## src/hdl/isle_pkg.sv

```systemverilog
`timescale 1ns / 1ps
`default_nettype none
package isle_pkg;

   localparam int FRAME_BUFFER_BYTES_DEF = 64;

   localparam logic [7:0]  HDR_FIRST    = 8'h23;
   localparam logic [7:0]  HDR_SECOND   = 8'h3F;
   localparam logic [7:0]  CLASS_BYTE   = 8'h32;
   localparam logic [7:0]  CMD_POWER    = 8'h41;
   localparam logic [7:0]  CMD_ENERGY   = 8'h42;
   localparam logic [7:0]  CMD_LIMITS   = 8'h44;
   localparam logic [7:0]  DEV_ADDR     = 8'h01;
   localparam logic [16:0] CSUM_MAX     = 17'h0FFFF;
   localparam logic [15:0] TODAY_GATE_RESET = 16'd10;

   localparam logic [9:0] MIN_LEN_POWER  = 10'd39;
   localparam logic [9:0] MIN_LEN_ENERGY = 10'd23;
   localparam logic [9:0] MIN_LEN_LIMITS = 10'd21;
   localparam logic [9:0] LEN_OVERHEAD   = 10'd8;

   localparam logic [31:0] LINK_OFFLINE  = 32'd0;
   localparam logic [31:0] LINK_QUERYING = 32'd1;
   localparam logic [31:0] LINK_READY    = 32'd2;

   // first step of each result program
   localparam logic [4:0] PROG_TICK   = 5'd0;
   localparam logic [4:0] PROG_POWER  = 5'd2;
   localparam logic [4:0] PROG_ENERGY = 5'd14;
   localparam logic [4:0] PROG_LIMITS = 5'd18;

   typedef enum logic [1:0] {
      KIND_VALUE = 2'd0,
      KIND_TX    = 2'd1,
      KIND_LINK  = 2'd2
   } kind_type;

   typedef enum logic [2:0] {
      SRC_BYTE,
      SRC_BE16,
      SRC_BE32,
      SRC_TX,
      SRC_LINK_SEEN,
      SRC_LINK_READY
   } src_type;

   typedef enum logic [2:0] {
      SEQ_IDLE,
      SEQ_LOAD,
      SEQ_FETCH,
      SEQ_CAPT,
      SEQ_EMIT
   } seq_state_type;

   typedef struct packed {
      src_type    src;
      kind_type   kind;
      logic [4:0] id;
      logic [1:0] scale;
      logic [5:0] addr;
      logic [7:0] cmd;
      logic       gate;
      logic       pv;
      logic       last;
   } step_type;

   typedef struct packed {
      logic       valid;
      logic [4:0] prog;
   } start_type;

   function automatic step_type mk(src_type src, kind_type kind, logic [4:0] id,
                                   logic [1:0] scale, logic [5:0] addr,
                                   logic [7:0] cmd, logic gate, logic pv,
                                   logic last);
      step_type s;
      s.src = src; s.kind = kind; s.id = id; s.scale = scale; s.addr = addr;
      s.cmd = cmd; s.gate = gate; s.pv = pv; s.last = last;
      return s;
   endfunction

   function automatic step_type step_lookup(logic [4:0] idx);
      step_type s;
      unique case (idx)
         5'd0:  s = mk(SRC_LINK_SEEN, KIND_LINK, 5'd0, 2'd0, 6'd0, 8'h00, 1'b0, 1'b0, 1'b0);
         5'd1:  s = mk(SRC_TX, KIND_TX, 5'd0, 2'd0, 6'd0, CMD_POWER, 1'b0, 1'b0, 1'b1);
         5'd2:  s = mk(SRC_BYTE, KIND_VALUE, 5'd0, 2'd0, 6'd6, 8'h00, 1'b0, 1'b0, 1'b0);
         5'd3:  s = mk(SRC_BE16, KIND_VALUE, 5'd1, 2'd1, 6'd7, 8'h00, 1'b0, 1'b0, 1'b0);
         5'd4:  s = mk(SRC_BE16, KIND_VALUE, 5'd2, 2'd1, 6'd9, 8'h00, 1'b0, 1'b0, 1'b0);
         5'd5:  s = mk(SRC_BE16, KIND_VALUE, 5'd3, 2'd1, 6'd11, 8'h00, 1'b0, 1'b1, 1'b0);
         5'd6:  s = mk(SRC_BE16, KIND_VALUE, 5'd4, 2'd1, 6'd13, 8'h00, 1'b0, 1'b0, 1'b0);
         5'd7:  s = mk(SRC_BE16, KIND_VALUE, 5'd5, 2'd1, 6'd15, 8'h00, 1'b0, 1'b0, 1'b0);
         5'd8:  s = mk(SRC_BE16, KIND_VALUE, 5'd6, 2'd2, 6'd17, 8'h00, 1'b0, 1'b0, 1'b0);
         5'd9:  s = mk(SRC_BE16, KIND_VALUE, 5'd7, 2'd1, 6'd19, 8'h00, 1'b0, 1'b0, 1'b0);
         5'd10: s = mk(SRC_BE16, KIND_VALUE, 5'd8, 2'd1, 6'd33, 8'h00, 1'b0, 1'b0, 1'b0);
         5'd11: s = mk(SRC_BE16, KIND_VALUE, 5'd9, 2'd0, 6'd35, 8'h00, 1'b0, 1'b0, 1'b0);
         5'd12: s = mk(SRC_BE16, KIND_VALUE, 5'd10, 2'd1, 6'd37, 8'h00, 1'b0, 1'b0, 1'b0);
         5'd13: s = mk(SRC_TX, KIND_TX, 5'd0, 2'd0, 6'd0, CMD_ENERGY, 1'b0, 1'b0, 1'b1);
         5'd14: s = mk(SRC_BE16, KIND_VALUE, 5'd11, 2'd1, 6'd13, 8'h00, 1'b1, 1'b0, 1'b0);
         5'd15: s = mk(SRC_BE32, KIND_VALUE, 5'd12, 2'd1, 6'd15, 8'h00, 1'b0, 1'b0, 1'b0);
         5'd16: s = mk(SRC_BE32, KIND_VALUE, 5'd13, 2'd0, 6'd19, 8'h00, 1'b0, 1'b0, 1'b0);
         5'd17: s = mk(SRC_TX, KIND_TX, 5'd0, 2'd0, 6'd0, CMD_LIMITS, 1'b0, 1'b0, 1'b1);
         5'd18: s = mk(SRC_BE16, KIND_VALUE, 5'd14, 2'd1, 6'd13, 8'h00, 1'b0, 1'b0, 1'b0);
         5'd19: s = mk(SRC_BE16, KIND_VALUE, 5'd15, 2'd1, 6'd15, 8'h00, 1'b0, 1'b0, 1'b0);
         5'd20: s = mk(SRC_BE16, KIND_VALUE, 5'd16, 2'd2, 6'd17, 8'h00, 1'b0, 1'b0, 1'b0);
         5'd21: s = mk(SRC_BE16, KIND_VALUE, 5'd17, 2'd2, 6'd19, 8'h00, 1'b0, 1'b0, 1'b0);
         default: s = mk(SRC_LINK_READY, KIND_LINK, 5'd0, 2'd0, 6'd0, 8'h00,
                         1'b0, 1'b0, 1'b1);
      endcase
      return s;
   endfunction

   // request frame byte, checksum is sum of byte xor index with saturation
   function automatic logic [7:0] tx_byte(logic [7:0] cmd, logic [2:0] idx);
      logic [7:0]  b [6];
      logic [16:0] sum;
      logic [7:0]  r;
      b[0] = HDR_SECOND; b[1] = HDR_FIRST; b[2] = DEV_ADDR; b[3] = CLASS_BYTE;
      b[4] = cmd;        b[5] = 8'h00;
      sum = '0;
      for (int i = 0; i < 6; i++) begin
         sum = sum + {9'd0, b[i] ^ 8'(i)};
         if (sum == 17'd0 || sum > CSUM_MAX) begin
            sum = CSUM_MAX;
         end
      end
      unique case (idx)
         3'd6:    r = sum[15:8];
         3'd7:    r = sum[7:0];
         default: r = b[idx];
      endcase
      return r;
   endfunction

endpackage
`default_nettype wire

```

## src/hdl/isle_frame_mem.sv

```systemverilog
`timescale 1ns / 1ps
`default_nettype none
module isle_frame_mem #(
   parameter int FRAME_BUFFER_BYTES = isle_pkg::FRAME_BUFFER_BYTES_DEF,
   localparam int AW = $clog2(FRAME_BUFFER_BYTES)
) (
   input  wire logic          clock,
   input  wire logic          wr_en,
   input  wire logic [AW-1:0] wr_addr,
   input  wire logic [7:0]    wr_data,
   input  wire logic [AW-1:0] rd_addr,
   output logic      [7:0]    rd_data
);

   logic [7:0] mem [FRAME_BUFFER_BYTES];
   logic [7:0] rd_data_ff;

   always_ff @(posedge clock) begin
      if (wr_en) begin
         mem[wr_addr] <= wr_data;
      end
      rd_data_ff <= mem[rd_addr];
   end

   assign rd_data = rd_data_ff;

endmodule
`default_nettype wire

```

## src/hdl/isle_framer.sv

```systemverilog
`timescale 1ns / 1ps
`default_nettype none
module isle_framer #(
   parameter int FRAME_BUFFER_BYTES = isle_pkg::FRAME_BUFFER_BYTES_DEF,
   localparam int AW = $clog2(FRAME_BUFFER_BYTES),
   localparam int FW = $clog2(FRAME_BUFFER_BYTES + 1)
) (
   input  wire logic                  clock,
   input  wire logic                  reset,
   input  wire logic                  req_valid,
   output logic                       req_ready,
   input  wire logic                  req_opcode,
   input  wire logic [7:0]            req_rx_byte,
   input  wire logic                  seq_idle,
   output logic                       mem_wr_en,
   output logic      [AW-1:0]         mem_wr_addr,
   output logic      [7:0]            mem_wr_data,
   output isle_pkg::start_type        start
);

   localparam logic [FW-1:0] FULL = FW'(FRAME_BUFFER_BYTES);

   logic [FW-1:0] fill_ff, fill_in;
   logic [7:0]    class_ff, class_in, cmd_ff, cmd_in, len_ff, len_in;
   logic          accept;
   logic [FW-1:0] fill_plus;
   logic [9:0]    total;
   logic [7:0]    len_eff;

   assign req_ready   = seq_idle;
   assign accept      = req_valid & seq_idle;
   assign mem_wr_data = req_rx_byte;
   assign fill_plus   = fill_ff + FW'(1);
   assign total       = 10'(fill_plus);
   assign len_eff     = (fill_ff == FW'(5)) ? req_rx_byte : len_ff;

   always_comb begin
      fill_in     = fill_ff;
      class_in    = class_ff;
      cmd_in      = cmd_ff;
      len_in      = len_ff;
      mem_wr_en   = 1'b0;
      mem_wr_addr = fill_ff[AW-1:0];
      start       = '0;
      if (accept) begin
         if (req_opcode) begin
            fill_in     = '0;
            start.valid = 1'b1;
            start.prog  = isle_pkg::PROG_TICK;
         end else if (fill_ff >= FULL) begin
            // overflow drops the byte and the frame
            fill_in = '0;
         end else if (fill_ff == '0) begin
            if (req_rx_byte == isle_pkg::HDR_FIRST) begin
               mem_wr_en = 1'b1;
               fill_in   = FW'(1);
            end
         end else if (fill_ff == FW'(1)) begin
            if (req_rx_byte == isle_pkg::HDR_SECOND) begin
               mem_wr_en = 1'b1;
               fill_in   = FW'(2);
            end else if (req_rx_byte == isle_pkg::HDR_FIRST) begin
               mem_wr_en   = 1'b1;
               mem_wr_addr = '0;
               fill_in     = FW'(1);
            end else begin
               fill_in = '0;
            end
         end else begin
            mem_wr_en = 1'b1;
            fill_in   = fill_plus;
            if (fill_ff == FW'(3)) begin
               class_in = req_rx_byte;
            end
            if (fill_ff == FW'(4)) begin
               cmd_in = req_rx_byte;
            end
            if (fill_ff == FW'(5)) begin
               len_in = req_rx_byte;
            end
            if (fill_ff >= FW'(5) && total >= 10'(len_eff) + isle_pkg::LEN_OVERHEAD) begin
               fill_in = '0;
               if (class_ff == isle_pkg::CLASS_BYTE) begin
                  if (cmd_ff == isle_pkg::CMD_POWER && total >= isle_pkg::MIN_LEN_POWER) begin
                     start.valid = 1'b1;
                     start.prog  = isle_pkg::PROG_POWER;
                  end else if (cmd_ff == isle_pkg::CMD_ENERGY &&
                               total >= isle_pkg::MIN_LEN_ENERGY) begin
                     start.valid = 1'b1;
                     start.prog  = isle_pkg::PROG_ENERGY;
                  end else if (cmd_ff == isle_pkg::CMD_LIMITS &&
                               total >= isle_pkg::MIN_LEN_LIMITS) begin
                     start.valid = 1'b1;
                     start.prog  = isle_pkg::PROG_LIMITS;
                  end
               end
            end
         end
      end
   end

   always_ff @(posedge clock) begin
      if (reset) begin
         fill_ff <= '0;
      end else begin
         fill_ff <= fill_in;
      end
      class_ff <= class_in;
      cmd_ff   <= cmd_in;
      len_ff   <= len_in;
   end

endmodule
`default_nettype wire

```

## src/hdl/isle_seq.sv

```systemverilog
`timescale 1ns / 1ps
`default_nettype none
module isle_seq #(
   parameter int FRAME_BUFFER_BYTES = isle_pkg::FRAME_BUFFER_BYTES_DEF,
   localparam int AW = $clog2(FRAME_BUFFER_BYTES)
) (
   input  wire logic                 clock,
   input  wire logic                 reset,
   input  wire isle_pkg::start_type  start,
   output logic                      seq_idle,
   output logic      [AW-1:0]        mem_rd_addr,
   input  wire logic [7:0]           mem_rd_data,
   input  wire logic                 csr_wr_en,
   input  wire logic [15:0]          csr_wr_data,
   output logic                      rsp_valid,
   input  wire logic                 rsp_ready,
   output logic      [1:0]           rsp_kind,
   output logic      [4:0]           rsp_value_id,
   output logic      [31:0]          rsp_payload,
   output logic      [1:0]           rsp_scale,
   output logic                      rsp_last
);

   isle_pkg::seq_state_type state_ff, state_in;
   logic [4:0]    idx_ff, idx_in;
   logic [2:0]    tx_idx_ff, tx_idx_in;
   logic [AW-1:0] addr_ff, addr_in;
   logic [1:0]    cnt_ff, cnt_in;
   logic [31:0]   acc_ff, acc_in;
   logic          seen_ff, seen_in;
   logic [15:0]   pv_ff, pv_in;
   logic [15:0]   thr_ff, thr_in;
   logic          valid_ff, valid_in;
   logic [1:0]    kind_ff, kind_in;
   logic [4:0]    id_ff, id_in;
   logic [31:0]   payload_ff, payload_in;
   logic [1:0]    scale_ff, scale_in;
   logic          last_ff, last_in;
   isle_pkg::step_type info;
   logic          out_free, tx_done;

   assign info        = isle_pkg::step_lookup(idx_ff);
   assign out_free    = !valid_ff || rsp_ready;
   assign tx_done     = (tx_idx_ff == 3'd7);
   assign seq_idle    = (state_ff == isle_pkg::SEQ_IDLE);
   assign mem_rd_addr = addr_ff;

   always_comb begin
      state_in   = state_ff;
      idx_in     = idx_ff;
      tx_idx_in  = tx_idx_ff;
      addr_in    = addr_ff;
      cnt_in     = cnt_ff;
      acc_in     = acc_ff;
      seen_in    = seen_ff;
      pv_in      = pv_ff;
      thr_in     = csr_wr_en ? csr_wr_data : thr_ff;
      valid_in   = valid_ff && !rsp_ready;
      kind_in    = kind_ff;
      id_in      = id_ff;
      payload_in = payload_ff;
      scale_in   = scale_ff;
      last_in    = last_ff;
      unique case (state_ff)
         isle_pkg::SEQ_IDLE: begin
            if (start.valid) begin
               idx_in    = start.prog;
               tx_idx_in = '0;
               if (start.prog == isle_pkg::PROG_POWER) begin
                  seen_in = 1'b1;
               end
               state_in = isle_pkg::SEQ_LOAD;
            end
         end
         isle_pkg::SEQ_LOAD: begin
            if (info.gate && !(pv_ff > thr_ff)) begin
               // today energy withheld while pv power is low
               idx_in = idx_ff + 5'd1;
            end else if (info.src == isle_pkg::SRC_BYTE ||
                         info.src == isle_pkg::SRC_BE16 ||
                         info.src == isle_pkg::SRC_BE32) begin
               addr_in  = AW'(info.addr);
               acc_in   = '0;
               cnt_in   = (info.src == isle_pkg::SRC_BE32) ? 2'd3 :
                          (info.src == isle_pkg::SRC_BE16) ? 2'd1 : 2'd0;
               state_in = isle_pkg::SEQ_FETCH;
            end else begin
               state_in = isle_pkg::SEQ_EMIT;
            end
         end
         isle_pkg::SEQ_FETCH: begin
            state_in = isle_pkg::SEQ_CAPT;
         end
         isle_pkg::SEQ_CAPT: begin
            acc_in = {acc_ff[23:0], mem_rd_data};
            if (cnt_ff == 2'd0) begin
               state_in = isle_pkg::SEQ_EMIT;
            end else begin
               cnt_in   = cnt_ff - 2'd1;
               addr_in  = addr_ff + AW'(1);
               state_in = isle_pkg::SEQ_FETCH;
            end
         end
         isle_pkg::SEQ_EMIT: begin
            if (out_free) begin
               valid_in = 1'b1;
               kind_in  = info.kind;
               id_in    = info.id;
               scale_in = info.scale;
               last_in  = info.last && (info.src != isle_pkg::SRC_TX || tx_done);
               unique case (info.src)
                  isle_pkg::SRC_TX:
                     payload_in = {24'd0, isle_pkg::tx_byte(info.cmd, tx_idx_ff)};
                  isle_pkg::SRC_LINK_SEEN: begin
                     payload_in = seen_ff ? isle_pkg::LINK_QUERYING
                                          : isle_pkg::LINK_OFFLINE;
                     seen_in    = 1'b0;
                  end
                  isle_pkg::SRC_LINK_READY:
                     payload_in = isle_pkg::LINK_READY;
                  default:
                     payload_in = acc_ff;
               endcase
               if (info.pv) begin
                  pv_in = acc_ff[15:0];
               end
               if (info.src == isle_pkg::SRC_TX && !tx_done) begin
                  tx_idx_in = tx_idx_ff + 3'd1;
               end else begin
                  tx_idx_in = '0;
                  if (info.last) begin
                     state_in = isle_pkg::SEQ_IDLE;
                  end else begin
                     idx_in   = idx_ff + 5'd1;
                     state_in = isle_pkg::SEQ_LOAD;
                  end
               end
            end
         end
         default: state_in = isle_pkg::SEQ_IDLE;
      endcase
   end

   always_ff @(posedge clock) begin
      if (reset) begin
         state_ff  <= isle_pkg::SEQ_IDLE;
         idx_ff    <= '0;
         tx_idx_ff <= '0;
         seen_ff   <= 1'b0;
         pv_ff     <= '0;
         thr_ff    <= isle_pkg::TODAY_GATE_RESET;
         valid_ff  <= 1'b0;
      end else begin
         state_ff  <= state_in;
         idx_ff    <= idx_in;
         tx_idx_ff <= tx_idx_in;
         seen_ff   <= seen_in;
         pv_ff     <= pv_in;
         thr_ff    <= thr_in;
         valid_ff  <= valid_in;
      end
      addr_ff    <= addr_in;
      cnt_ff     <= cnt_in;
      acc_ff     <= acc_in;
      kind_ff    <= kind_in;
      id_ff      <= id_in;
      payload_ff <= payload_in;
      scale_ff   <= scale_in;
      last_ff    <= last_in;
   end

   assign rsp_valid    = valid_ff;
   assign rsp_kind     = kind_ff;
   assign rsp_value_id = id_ff;
   assign rsp_payload  = payload_ff;
   assign rsp_scale    = scale_ff;
   assign rsp_last     = last_ff;

endmodule
`default_nettype wire

```

## src/hdl/inverter_serial_link_engine.sv

```systemverilog
// flow: a byte is taken while the sequencer is idle; a tick emits link status, then the
// request bytes; a completed frame starts its program, which reads each value from the
// buffer byte by byte (fetch, then capture) and emits it; emits wait while results stall
// throughput: bytes that cause no result back to back; a power reply holds off input
// while its 19 results go out, set by the single buffer read port
// reset: clears framing, sequencer, link flags and the gate threshold (to 10); no buffer clear
`timescale 1ns / 1ps
`default_nettype none
module inverter_serial_link_engine #(
   parameter int FRAME_BUFFER_BYTES = isle_pkg::FRAME_BUFFER_BYTES_DEF
) (
   input  wire logic        clock,
   input  wire logic        reset,
   input  wire logic        req_valid,
   output logic             req_ready,
   input  wire logic        req_opcode,
   input  wire logic [7:0]  req_rx_byte,
   output logic             rsp_valid,
   input  wire logic        rsp_ready,
   output logic      [1:0]  rsp_kind,
   output logic      [4:0]  rsp_value_id,
   output logic      [31:0] rsp_payload,
   output logic      [1:0]  rsp_scale,
   output logic             rsp_last,
   input  wire logic        csr_wr_en,
   input  wire logic [15:0] csr_wr_data
);

   localparam int AW = $clog2(FRAME_BUFFER_BYTES);

   logic                mem_wr_en;
   logic [AW-1:0]       mem_wr_addr, mem_rd_addr;
   logic [7:0]          mem_wr_data, mem_rd_data;
   logic                seq_idle;
   isle_pkg::start_type start;

   isle_frame_mem #(.FRAME_BUFFER_BYTES(FRAME_BUFFER_BYTES)) u_mem (
      .clock   (clock),
      .wr_en   (mem_wr_en),
      .wr_addr (mem_wr_addr),
      .wr_data (mem_wr_data),
      .rd_addr (mem_rd_addr),
      .rd_data (mem_rd_data)
   );

   isle_framer #(.FRAME_BUFFER_BYTES(FRAME_BUFFER_BYTES)) u_framer (
      .clock       (clock),
      .reset       (reset),
      .req_valid   (req_valid),
      .req_ready   (req_ready),
      .req_opcode  (req_opcode),
      .req_rx_byte (req_rx_byte),
      .seq_idle    (seq_idle),
      .mem_wr_en   (mem_wr_en),
      .mem_wr_addr (mem_wr_addr),
      .mem_wr_data (mem_wr_data),
      .start       (start)
   );

   isle_seq #(.FRAME_BUFFER_BYTES(FRAME_BUFFER_BYTES)) u_seq (
      .clock        (clock),
      .reset        (reset),
      .start        (start),
      .seq_idle     (seq_idle),
      .mem_rd_addr  (mem_rd_addr),
      .mem_rd_data  (mem_rd_data),
      .csr_wr_en    (csr_wr_en),
      .csr_wr_data  (csr_wr_data),
      .rsp_valid    (rsp_valid),
      .rsp_ready    (rsp_ready),
      .rsp_kind     (rsp_kind),
      .rsp_value_id (rsp_value_id),
      .rsp_payload  (rsp_payload),
      .rsp_scale    (rsp_scale),
      .rsp_last     (rsp_last)
   );

endmodule
`default_nettype wire

```

## config.mk

```make
export PLATFORM = sky130hd
export DESIGN_NAME = inverter_serial_link_engine
export DESIGN_NICKNAME = d
export VERILOG_FILES = /design/src/hdl/isle_pkg.sv /design/src/hdl/isle_frame_mem.sv /design/src/hdl/isle_framer.sv /design/src/hdl/isle_seq.sv /design/src/hdl/inverter_serial_link_engine.sv
export SDC_FILE = /design/constraint.sdc
export NUM_CORES = 1
export LEC_CHECK = 0
export BUFFER_PORTS_ARGS = -buffer_cell sky130_fd_sc_hd__buf_4
export CAP_MARGIN = 40
export CORE_ASPECT_RATIO = 1.25
export CORE_MARGIN = 2
export CORE_UTILIZATION = 66
export CTS_BUF_LIST = sky130_fd_sc_hd__clkbuf_4 sky130_fd_sc_hd__clkbuf_8
export CTS_CLUSTER_SIZE = 12
export DETAILED_ROUTE_END_ITERATION = 16
export MAX_ROUTING_LAYER = met4
export PLACE_DENSITY = 0.84
export SYNTH_ARGS = -nofsm -noshare
export SYNTH_HDL_FRONTEND = slang
export SYNTH_SLANG_ARGS = --single-unit
```

## constraint.sdc

```tcl
create_clock -name clock -period 11.8 [get_ports clock]
set_clock_uncertainty 0.1 [all_clocks]
set_input_delay 0.59 -clock clock [delete_from_list [all_inputs] [get_ports clock]]
set_output_delay 0.59 -clock clock [all_outputs]
set_load 0.1 [all_outputs]
```

==> flow_summary_export.csv, run 1 <==
group,metric,value,unit
floorplanning,die_w,191,um
pwr,p_total,4.83,mW
global_route,grt_use_met1,35.4,%
drt,post_drt_wl_per_cell,25.9,um
finish,final_common_cell,"edfxtp_1",
drt,drtPass1Iterations,6,
yosys,syn_inst,1675,
yosys,ys_ff_latch,701,
clock_network,postCtsHoldBufs,0,
sta,hold_ws,36.7,ps
clock_network,cts_made_buffers,102,
clock_network,clk_path_buf_depth,3,
finish,layout_common_cells,"618 x edfxtp_1, 168 x mux4_2, 133 x nor2_1",
yosys,synth_top_area_share,64.4,%
critical_path,startpoint_type,"flip-flop",
yosys,yosys.area_share.xor_xnor,0.335,%
finish,n_fill_cell,2450,
clock_network,cts_resized,0,
outcome,outcome,"complete, no violations",
finish,post-route-util,74.2,%
clock_network,cts.sinks,701,
yosys,synthesis.nets,1748,
pwr,p_per_area,151,mW/mm^2
clock_network,root_buffer,"clkbuf_8",
sta,min_period,6350,ps
yosys,synth_adder_area_share,1.87,%
hold_path,worstHoldPathType,"input port to flip-flop",
sta,finalHoldViolCount,0,
sta,tns,0,ps
yosys,synth_cell_types,91,
drt,via_per_inst,6.45,
critical_path,path_cells,"or4_4 -> nor2_2 -> mux2_2 -> ha_1 -> xnor2_1 -> ha_1 -> and3_1 -> a221o_1 -> a221o_1 -> and4_4 -> nor2_2 -> o31ai_1 -> a21oi_2 -> inv_1 -> ha_1 -> inv_1 -> mux2i_1 -> o31ai_1 -> a311o_1",
sta,fmax,157,MHz
yosys,ys_top_cells_by_area,"edfxtp_1 64%, mux4_2 13%, dfxtp_1 5.8%",
drt,drt_iter0_drc,1726,
drt,vias,15700,
yosys,ys_seq_area_share,70.2,%
global_route,antenna_found_initial,1,
yosys,ys.flop_type,"edfxtp_1",
placed_design,finalWeightedCongestion,0.921,
placed_design,io_buffer_count,73,
placed_design,place_ws,5590,ps
clock_network,insertion_delay,700,ps
clock_network,htreeDepth,3,
critical_path,critical_path_buf_inv_count,2,
critical_path,critPathKind,"flip-flop to flip-flop",
clock_network,clk_pin_slew,70,ps
sta,rsz0062_at_grt,"false",
floorplanning,io_pins,74,
yosys,synth-edff-count,618,
critical_path,slowest_stage,"a21oi_2",
global_route,grt_pass1_wl,96000,um
floorplanning,rows,85,
pwr,leakage,10.8,nW
yosys,synth_top_family_by_area,"multiplexers",
finish,area_growth,10.9,%
finish,multi_input_area,0.00803,sq mm
critical_path,cp.required,12260,ps
global_route,met3_usage,4.93,%
global_route,grt.busiest_layer,"met2",
global_route,use_met2,50.0,%
critical_path,critPathArrivalTime,6810,ps
clock_network,postCtsSetupRepairBufs,0,
sta,fin_crit_sh,53.8,%
global_route,grt_max_degree,104,
drt,wirelength,63000,um
finish,nets,1849,
floorplanning,core-area,0.0431,sq mm
yosys,synthSimpleGateAreaFrac,7.15,%
drt,drtAntennaViolNets,0,
placed_design,post-dp-hpwl,41100,um
yosys,async_flop_share,0,%
global_route,grt-ovfl-total,0,
job,maxCapViolCount,0,
pwr,max-vdd-ir-drop,0.000118,V
sta,worst_pin_slew,916,ps
finish,register_area,0.0202,sq mm
critical_path,crit_path_frequent_cell,"ha_1",
finish,layout-drive-gt1-share,24.9,%
sta,setup_viol,0,
yosys,yosys_warnings,0,
floorplanning,start_util,66.9,%
sta,setup_slack,5450,ps
critical_path,slowest_delay,650,ps
floorplanning,die_h,238,um
yosys,yosys.area.top_type,"edfxtp_1",
clock_network,cts_tree,"yes",
drt,drc,0,
sta,maxSlewHeadroom,38.1,%
sta,drv_slew,0,
critical_path,cp_max_fo,17,
yosys,netlist_area,0.0288,sq mm
global_route,first_global_vias,16200,
yosys,synth_compound_area_share,4.38,%
critical_path,path_delay_family,"compound AO/OA/AOI/OAI gates",
yosys,synth.area.mux_share,14.1,%
global_route,grt_usage,29.8,%
floorplanning,die_area,0.0453,sq mm
yosys,avgSynthCellArea,17.2,sq um
critical_path,cp-end-kind,"flip-flop",
## area by class of cell
class / instances / share of cell area [%]
repair buffers: 91 / 2.30
well taps: 565 / 2.21
inverters: 43 / 0.505
diodes: 1 / 0.00783
multi-input cells: 837 / 25.1
clock inverters: 51 / 1.18
clock buffers: 138 / 5.34
flip-flops and latches: 701 / 63.3
## path summary, 6_finish.rpt
path	from	to	slack, ps	cells past startpoint
setup reg to reg	u_framer.fill_ff[3]	u_seq.info[12]	5450	19
hold / removal	csr_wr_data[9]	u_seq.thr_ff[9]	40	3
hold reg to reg	u_seq.info[20]	u_seq.rsp_value_id[1]	300	0
setup / recovery	u_framer.fill_ff[3]	u_seq.info[12]	5450	19
## power by group
part / leakage, nW / internal, mW / total (mW) / switching [mW]
sequential: 6.25 / 2.71 / 2.72 / 0.00933
combinational: 3.41 / 0.0476 / 0.163 / 0.116
clock: 1.10 / 1.05 / 1.95 / 0.895
total: 10.8 / 3.81 / 4.83 / 1.02
## sequential cells by signal, summed over array words and instances (netlist names)
name and count:
u_mem.mem 512, u_seq.acc_ff 32, u_seq.rsp_payload 32, u_seq.info 23, u_seq.pv_ff 16, u_seq.thr_ff 16, u_framer.class_ff 8, u_framer.cmd_ff 8
u_framer.len_ff 8, u_mem.rd_data 8, u_framer.fill_ff 7, u_seq.mem_rd_addr 6, u_seq.idx_ff 5, u_seq.rsp_value_id 5, u_seq.state_ff 3, u_seq.tx_idx_ff 3
u_seq.cnt_ff 2, u_seq.rsp_kind 2, u_seq.rsp_scale 2, u_seq.rsp_last 1, u_seq.rsp_valid 1, u_seq.seen_ff 1
## stage by stage
stage | area [sq um] | instances
after floorplan | 28800 | 1675
after global placement | 29800 | 2233
after detailed placement | 29900 | 2237
after CTS | 31900 | 2426
after global routing | 31900 | 2427
final | 31900 | 2427
## cells by family after synthesis
logic type,count (synthesis)
buf+inv,137
xor+xnor,11
compound gates,178
simple gates,410
mux,195
flops,701
fa+ha+maj,43
## cell usage after synthesis, types with 3 or more instances
cell type  number
edfxtp_1      618
mux4_2        168
nor2_1        134
nand2_1        88
dfxtp_1        83
and3_1         62
clkbuf_1       57
ha_1           43
inv_1          42
a21oi_1        36
o21ai_0        34
nand3_1        22
buf_1          21
mux2i_1        19
buf_2          12
nor2b_1        12
nor3_1         12
nand2b_1       11
o31ai_1        11
and2_1         10
o21a_1         10
a21o_1          9
a22oi_1         8
o211ai_1        8
or3_1           8
mux2_2          7
nand4_1         7
xnor2_1         7
a221o_1         6
a31oi_1         6
a211oi_1        5
nor4_1          5
a22o_1          4
nand3b_1        4
o2111ai_1       4
o22ai_1         4
xor2_1          4
and4_1          3
buf_6           3
nor4b_1         3
or2_2           3
or4_1           3
## worst min-delay path, delay by kind of cell
kind                   cells  cell delay [ps]
muxes                      1               50
buffers and inverters      1               80
and+or+nand+nor            1               70
## metal layers
layer	vias up	share of wire [%]	wire, um
li1	6876	-	-
met1	7877	36	22400
met2	747	53	33100
met3	150	7.0	4420
met4	0	4.8	3040
met5	-	0	0
Power figures use the tool's default switching activity.
==> run 2, diff against run 1 <==
Settings changed: ABC_AREA set to 1, CORE_UTILIZATION 66 to 65, PLACE_DENSITY 0.84 to 0.82.
Clock period 11.8 ns to 5.9 ns, I/O delays scaled along.
==> run 2 against run 1 <==
- register-to-register slack worse by 4200 ps
- synthesized cell count is 49% higher
- via count is 30% higher
- final cell count is 34% higher
- combinational power grew to 28 times the previous value
- core utilization is 0.51 points lower
- final area is 1.7% higher
- largest power group unchanged
- total power grew to 3.0 times the previous value
- sequential cell count stayed put
- highest routed layer unchanged
- first-iteration DRC count is 40% higher
- worst hold slack better by 12 ps
- sequential share of layout area is 1.1 points lower
- critical endpoint unchanged
==> flow_summary_export.csv, run 2 <==
group,metric,value,unit
floorplanning,die_h,240,um
global_route,grt_max_degree,212,
pwr,max-vdd-ir-drop,0.000408,V
sta,worst_pin_slew,902,ps
clock_network,htreeDepth,3,
floorplanning,core-area,0.0441,sq mm
finish,multi_input_area,0.00762,sq mm
pwr,p_total,14.5,mW
finish,largest_register_ffs,512,
drt,drt_iter0_drc,2421,
placed_design,io_buffer_count,73,
yosys,synth-edff-count,618,
floorplanning,die_w,193,um
finish,n_fill_cell,2854,
placed_design,post-dp-hpwl,43700,um
floorplanning,io_pins,74,
sta,finalHoldViolCount,0,
finish,area_growth,11.9,%
critical_path,cp-end-kind,"flip-flop",
floorplanning,die_area,0.0464,sq mm
drt,drc,0,
clock_network,cts_tree,"yes",
critical_path,cp_max_fo,11,
yosys,netlist_area,0.0290,sq mm
clock_network,clk_pin_slew,70,ps
drt,vias,20300,
job,maxCapViolCount,0,
pwr,leakage,11.5,nW
yosys,ys.flop_type,"edfxtp_1",
clock_network,insertion_delay,710,ps
drt,wl_met1,25700,um
drt,drtAntennaViolNets,0,
yosys,async_flop_share,0,%
pwr,p_per_area,448,mW/mm^2
global_route,grt_pass1_wl,110000,um
yosys,ys_seq_area_share,69.6,%
critical_path,critical_path_buf_inv_count,6,
yosys,synth.most_common_cell,"edfxtp_1",
clock_network,clk_path_buf_depth,3,
clock_network,postCtsSetupRepairBufs,0,
drt,route.met2.wl,36400,um
sta,fmax,214,MHz
sta,setup_slack,1230,ps
yosys,avgSynthCellArea,11.7,sq um
drt,via_per_inst,6.25,
critical_path,critPathArrivalTime,5160,ps
sta,hold_ws,48.2,ps
floorplanning,start_util,65.8,%
global_route,grt_usage,32.7,%
sta,setup_viol,0,
sta,fin_crit_sh,79.1,%
critical_path,critPathKind,"flip-flop to flip-flop",
hold_path,worstHoldPathType,"input port to flip-flop",
finish,final_common_cell,"edfxtp_1",
critical_path,path_delay_family,"simple AND/OR/NAND/NOR gates",
finish,final_cell_area,0.0325,sq mm
clock_network,root_buffer,"clkbuf_8",
yosys,synthTopCellsByCount,"618 x edfxtp_1, 452 x nor2_1, 312 x o21ai_0",
critical_path,slowest_delay,400,ps
global_route,antenna_found_initial,1,
placed_design,placed_area,0.0301,sq mm
finish,instances_no_fill,3253,
clock_network,cts_made_buffers,101,
sta,maxSlewHeadroom,39.7,%
yosys,ys_top_cells_by_area,"edfxtp_1 64%, nor2_1 5.8%, dfxtp_1 5.7%",
drt,routed.top_layer,"met4",
yosys,yosys_warnings,0,
critical_path,cp.required,6390,ps
finish,regMostFlops,"u_mem.mem",
critical_path,slowest_stage,"dfxtp_1",
sta,drv_slew,0,
outcome,outcome,"complete, no violations",
floorplanning,rows,86,
placed_design,finalWeightedCongestion,0.894,
global_route,grt-ovfl-total,0,
yosys,ys_ff_latch,701,
clock_network,postCtsHoldBufs,30,
yosys,syn_inst,2490,
finish,nets,2666,
sta,tns,0,ps
drt,post_drt_wl_per_cell,22.4,um
finish,register_area,0.0202,sq mm
sta,rsz0062_at_grt,"false",
drt,wirelength,72800,um
critical_path,startpoint_type,"flip-flop",
drt,wl_met3,6800,um
yosys,synth_top_area_share,63.9,%
yosys,synth_cell_types,53,
yosys,synthesis.nets,2563,
drt,drtPass1Iterations,7,
clock_network,cts.sinks,701,
placed_design,place_ws,1300,ps
sta,min_period,4670,ps
finish,layout_common_cells,"618 x edfxtp_1, 450 x nor2_1, 312 x o21ai_0",
clock_network,cts_resized,0,
finish,layout-drive-gt1-share,12.2,%
global_route,first_global_vias,20100,
yosys,yosys.area.top_type,"edfxtp_1",
critical_path,crit_path_frequent_cell,"nand2_1",
finish,post-route-util,73.6,%
placed_design,dpl.cell_count,3032,
run 2: cell count changes in the layout (fill, tap and decap cells not counted), moves of 44 or more:
cell	before	now
a21oi_1	36	80
and3_1	62	0
inv_1	42	156
mux4_2	168	0
nand2_1	88	225
nand3_1	22	79
nor2_1	133	450
o21ai_0	34	312
o221ai_1	0	46
o22ai_1	4	89
run 2: final timing paths:
check | slack [ps] | endpoint | startpoint | cells after the start
max | 1230 | u_seq.info[12] | u_framer.fill_ff[1] | 34
min | 50 | u_framer.fill_ff[0] | req_opcode | 6
max reg2reg | 1230 | u_seq.info[12] | u_framer.fill_ff[1] | 34
min reg2reg | 310 | u_seq.rsp_value_id[4] | u_seq.info[23] | 0
run 2: final cells by class:
type	instances	share of cell area, %
clock buffer	147	5.55
sequential	701	62.2
inverter	171	2.01
clock inverter	43	0.997
timing repair buffer	132	3.53
antenna	1	0.00770
tap	572	2.20
multi-input combinational	1486	23.5
run 2: power by group:
part | switching, mW | leakage, nW | internal [mW] | total, mW
sequential | 0.148 | 6.27 | 5.80 | 5.95
clock | 1.83 | 1.12 | 2.19 | 4.02
combinational | 3.40 | 4.11 | 1.18 | 4.58
run 2: logic make-up (layout without fill, tap and decap cells):
family	after synthesis	in the layout	share of synthesized area, %
multiplexers	1	1	0.0345
AND/OR/NAND/NOR	853	853	12.6
XOR/XNOR	6	6	0.181
adder cells (fa/ha/maj)	43	43	1.85
other	0	1	0
flip-flops	701	701	69.6
buffers and inverters	303	493	4.17
AO/OA/AOI/OAI	583	583	11.5
run 2: worst reg2reg max path: cells and delay by family (launching register included):
kind,cells,cell delay (ps)
buffers and inverters,6,580
adder cells (fa/ha/maj),4,1050
XOR/XNOR,1,180
AO/OA/AOI/OAI,3,470
flip-flops,1,400
AND/OR/NAND/NOR,20,1770
run 2: metal layers:
layer,GRT usage (%),vias up
met5,-,-
met4,18.3,0
met3,5.52,243
met2,53.1,1217
met1,38.8,9701
li1,-,9165
